<file path="src/rtl/mbbc_pkg.sv">
// Package of shared types and constants for the mixed byte block checksum.
package mbbc_pkg;

   localparam int MAX_BYTES = 1024;
   localparam int ADDR_W    = (MAX_BYTES > 1) ? $clog2(MAX_BYTES) : 1;
   localparam int CNT_W     = $clog2(MAX_BYTES + 1);
   localparam int SUM_W     = 17;

   localparam logic [7:0] BYTE_INVERT = 8'hFF;

   typedef struct packed {
      logic [7:0] data_byte;
      logic       last_byte;
   } req_type;

   typedef struct packed {
      logic [SUM_W-1:0] checksum;
      logic             too_long;
   } rsp_type;

   typedef struct packed {
      logic clear;
      logic valid;
      logic last;
   } term_ctrl_type;

   typedef enum logic [4:0] {
      S_IDLE  = 5'b00001,
      S_MID   = 5'b00010,
      S_MIX   = 5'b00100,
      S_WALK  = 5'b01000,
      S_DRAIN = 5'b10000
   } state_type;

endpackage

</file>
<file path="src/rtl/mbbc_term_unit.sv">
// Shared term unit: forms one mixed term per cycle and folds it into the accumulator.
module mbbc_term_unit
   import mbbc_pkg::*;
(
   input  logic             clock,
   input  logic             reset,
   input  term_ctrl_type    ctrl,
   input  logic [7:0]       rd_byte,
   input  logic [7:0]       rd_index,
   input  logic [7:0]       mixer,
   input  logic [7:0]       mid,
   input  logic [7:0]       last_val,
   output logic             done,
   output logic [SUM_W-1:0] sum
);

   logic [SUM_W-1:0] term_ff;
   logic [SUM_W-1:0] term_in;
   logic             term_vld_ff;
   logic             term_last_ff;
   logic [SUM_W-1:0] acc_ff;
   logic [SUM_W-1:0] acc_in;
   logic [8:0]       base;

   always_comb begin
      base    = {1'b0, rd_byte ^ mixer} + {1'b0, mid};
      term_in = SUM_W'(base) * SUM_W'(last_val) + SUM_W'(rd_index);
      if (ctrl.clear) begin
         acc_in = '0;
      end else if (term_vld_ff) begin
         acc_in = acc_ff ^ term_ff;
      end else begin
         acc_in = acc_ff;
      end
   end

   always_ff @(posedge clock) begin
      if (reset) begin
         term_vld_ff  <= 1'b0;
         term_last_ff <= 1'b0;
         acc_ff       <= '0;
      end else begin
         term_vld_ff  <= ctrl.valid;
         term_last_ff <= ctrl.valid & ctrl.last;
         acc_ff       <= acc_in;
      end
      term_ff <= term_in;
   end

   assign done = term_vld_ff & term_last_ff;
   assign sum  = acc_ff ^ term_ff;

endmodule

</file>
<file path="config.mk">
export PLATFORM = sky130hd
export DESIGN_NAME = mbbc_term_unit
export DESIGN_NICKNAME = d
export VERILOG_FILES = /design/src/rtl/mbbc_pkg.sv /design/src/rtl/mbbc_term_unit.sv
export SDC_FILE = /design/constraint.sdc
export NUM_CORES = 1
export LEC_CHECK = 0
export ABC_AREA = 1
export BUFFER_PORTS_ARGS = -buffer_cell sky130_fd_sc_hd__buf_2
export CORE_ASPECT_RATIO = 0.6
export CORE_MARGIN = 3
export CORE_UTILIZATION = 58
export DETAILED_ROUTE_END_ITERATION = 12
export HOLD_SLACK_MARGIN = 0.06
export PLACE_DENSITY_LB_ADDON = 0.25
export SLEW_MARGIN = 30
export SYNTH_ARGS = -nofsm -noshare
export SYNTH_HDL_FRONTEND = slang
export SYNTH_SLANG_ARGS = --single-unit
</file>
<file path="constraint.sdc">
create_clock -name clock -period 5.6 [get_ports clock]
set_input_delay 0.28 -clock clock [delete_from_list [all_inputs] [get_ports clock]]
set_output_delay 0.28 -clock clock [all_outputs]
set_load 0.01 [all_outputs]
</file>
Yosys cells after proc, flatten, opt, wreduce, memory -nomap -nowiden:

Cells that the tools add are included.

* add/sub/neg operators: 2
* multipliers: 1
* bitwise logic cells: 4
* reductions and logical operators: 1

Operators with widths (count)
* adder 17 x 8 -> 17 bit: 1
* multiplier 9 x 8 -> 17 bit: 1
* XOR 17 bit: 1
* adder 8 x 8 -> 9 bit: 1
* XOR 8 bit: 1
* bitwise AND 1 bit: 2
* OR reduction 2 bit: 1

* register bits after elaboration: 36
* input port bits: 45
* logic and storage cells: 12

Depth between registers and ports, before layout:

* word-level depth: 4
* gate-level depth with buffers: 25
* depth with buffers taken out: 25

Least setup slack after synthesis:

OpenSTA, ideal clock, no wires.

* kind: input to register
* start point: input port mixer[0]
* end point: register term_ff[16]
* setup time: 0.112 ns
* data arrival time: 4.576 ns
* data required time: 5.488 ns
* slack: 0.912 ns
* cell stages on the path: 23
* cell sequence: xor2_1 -> ha_1 -> fa_1 -> nand3_1 -> nand2_2 -> xor2_2 -> inv_2 -> nor2_1 -> fa_1 -> fa_1 -> fa_1 -> inv_1 -> fa_1 -> inv_1 -> ha_1 -> nand2_1 -> inv_1 -> nand2_1 -> nand2_1 -> a21oi_1 -> nand2_1 -> nand2_1 -> nand2_1

* word-level cells in the longest chain between the ends: 4

Ends and longest elaborated chain
* start: declaration: RTL line mbbc_term_unit.sv:10 `input logic [7:0] mixer,`
* XOR 8 bit: RTL line mbbc_term_unit.sv:26 `base = {1'b0, rd_byte ^ mixer} + {1'b0, mid};`
* adder 8 x 8 -> 9 bit: RTL line mbbc_term_unit.sv:26
* multiplier 9 x 8 -> 17 bit: RTL line mbbc_term_unit.sv:27 `term_in = SUM_W'(base) * SUM_W'(last_val) + SUM_W'(rd_index);`
* adder 17 x 8 -> 17 bit: RTL line mbbc_term_unit.sv:27
* via term_in[16]: RTL line mbbc_term_unit.sv:18 `logic [SUM_W-1:0] term_in;`
* end signal: assignment: RTL line mbbc_term_unit.sv:47 `term_ff <= term_in;`
* end: declaration: RTL line mbbc_term_unit.sv:17 `logic [SUM_W-1:0] term_ff;`

The timed path passes the listed nets, and every way through them passes these cells.
A chain may end at the register's enable or synchronous reset.

Worst setup path in the final report:

Same ends and word-level chain as after synthesis.

==> run metrics <==
status=completed; Crit Reg-Reg Endpoint=acc_ff[1]; largest net degree at the start of global routing=20; Sink Count=36; Initial DRC Count=334; Critical Path RT=5770 ps; Top Layer Used=met4; PortBufs=62; Tot GR Track Use=25.3%; later-pin clock latency in the skew report=280 ps; unrepaired setup endpoints after global routing=false; Final Critical Period=4900 ps; io pins=63; reg2reg path depth=3; Post-Syn Instances=577; first-pass GRT wire length=17,100 um; Seq cells post-synth=36; Worst-path clk slew=50 ps; dpl hpwl=8500 um; maxcap violations=0; crit path from=mixer[0]; Post-CTS Setup Bufs=0; R2R Setup Slk=3890 ps; Num CTS Buffers=5; Clock Skew=6.20 ps; post-route ant nets=0; Die ar.=8540 um2; worst slew pin tran=710 ps; Warnings, synthesis=0; Final #Nets=781; Wirelength per Cell=13.4 um; clock buffer depth=2; fin crit share=87.5%; WL met3=1070 um; synthesized area per cell=7.48 um2; final hold violation count=0; Core Region=6940 um2; final WL=9940 um; post-route setup TNS=0 ps; Worst setup EP type=register; CTS tree=built; Layout Cells excl Fill=740; CTS root buf=clkbuf_16; FF-to-FF Start=term_vld_ff; Slew Limit Headroom=52.6%; Initial Utilization=62.2%; f_max=204 MHz; area grow syn2layout=12.6%; die width=117 um; fin. max-slew vios=0; Post-CTS Hold Buffers=0; cts repair resizes=0; Met2 Routed Length=4370 um; row cnt=23; placed cells=732; via total after detailed routing=3,710; DRT Pass-1 Iters=5; vias in the first global route=3,721; critical path launch point type=input port; area of the mapped netlist=4310 um2; Yosys cell types=26; H-tree depth=2; Final setup viols=0; Antenna Cells=0; Setup CP Type=input port to register; # fillers=594; share of layout cells above drive strength 1=13.3%; post-DR vias/cell=5.01; post-synthesis net count=719; worst setup path endpoint=term_ff[16]; Min-Delay Path Class=input port to register; DRC Markers=0; critical path arrival=5070 ps; Die Span Y=72.8 um; post-synthesis sequential area ratio=16.7%; M1 WL=4410 um; GRT Residual Overflow=0; worst-path maximum fanout=5; RD Place Congestion=0.947; initial antenna violation count=0
[final cells by class]
| cell class | instances | area (um2) | share of cell area (%) |
|---|---|---|---|
| clock buffers | 5 | 125 | 2.57 |
| clock inverters | 3 | 18.8 | 0.386 |
| multi-input cells | 392 | 3020 | 62.2 |
| flip-flops and latches | 36 | 721 | 14.8 |
| well taps | 100 | 125 | 2.57 |
| inverters | 141 | 529 | 10.9 |
| repair buffers | 63 | 318 | 6.54 |
[routing by layer]
metal,global-route usage [%],vias up
met4,3.38,0
li1,-,1835
met3,8.83,11
met1,34.0,1714
met5,0,-
met2,41.1,150
[metrics by stage]
stage | util [%] | hold WS [ps] | setup WS (ps) | instance area [um2]
finish | 70.1 | 183 | 702 | 4860
global route | 70.1 | 178 | 311 | 4860
CTS | 70.1 | 174 | 732 | 4860
detailed placement | 68.0 | 467 | 460 | 4720
global placement | 68.0 | 458 | 547 | 4720
floorplan | - | 351 | 912 | 4310
[how the worst min path moves through the flow]
stage	start	to	slack (ps)	depth (start not counted)
finish	reset	term_vld_ff	180	2
detailed placement	reset	term_vld_ff	470	2
CTS	reset	term_vld_ff	170	2
global placement	reset	term_vld_ff	460	2
floorplan	reset	term_vld_ff	350	1
global route	reset	term_last_ff	180	2
[synth_stat cells]
cell / n / area (um2)
o21ai_1: 2 / 10.0
o21bai_1: 1 / 7.51
nor3_1: 1 / 5.00
fa_1: 51 / 1020
nand2_1: 100 / 375
clkbuf_1: 4 / 15.0
nor2_1: 83 / 312
xor2_1: 30 / 263
buf_6: 1 / 11.3
ha_1: 46 / 576
nand3b_1: 3 / 22.5
xor2_2: 1 / 16.3
dfxtp_1: 36 / 721
nand3_1: 21 / 105
inv_1: 139 / 522
a21oi_1: 17 / 85.1
inv_2: 2 / 7.51
or2_1: 1 / 6.26
nand2_2: 8 / 50.1
o21ai_0: 16 / 80.1
nand4_1: 3 / 18.8
buf_2: 3 / 15.0
nand3b_2: 1 / 11.3
a21oi_2: 1 / 8.76
nor2_2: 1 / 6.26
xnor2_1: 5 / 43.8
[sequential cells by signal (all words and copies together), names as in the netlist]
register / cells
acc_ff: 17
term_ff: 17
term_last_ff: 1
term_vld_ff: 1
[cell usage in the layout (no fill, tap or decap), drive strengths merged]
master	netlist	layout
o21bai	1	1
a21oi	18	18
inv	141	141
xnor2	5	5
o21ai	18	18
nor3	1	1
nand4	3	3
buf	4	63
ha	46	46
clkbuf	4	5
nand3	21	21
clkinv	0	3
nand2	108	108
fa	51	51
nor2	84	84
dfxtp	36	36
nand3b	4	4
xor2	31	31
or2	1	1
[cells by family after synthesis]
kind of cell	count (synthesis)	share of synthesized area [%]
fa+ha+maj	97	37.0
flops	36	16.7
xor+xnor	36	7.48
compound gates	37	4.44
simple gates	222	21.1
buf+inv	149	13.2
[critical path, cell delays in order]
cell and delay [ps]:
buf_2 100, xor2_1 150, ha_1 210, fa_1 430, xor2_1 310, inv_1 210
nor2_1 190, fa_1 450, fa_1 530, fa_1 550, inv_1 50, fa_1 520
inv_1 40, ha_1 360, nand2_1 100, nand2_1 70, nand2_1 70, nand2_1 80
a21oi_1 180, nand2_1 80, nand2_1 60, nand2_1 40
Power is not shown: default switching activity piles up to over one toggle a cycle in this logic, so the estimate is an artifact.
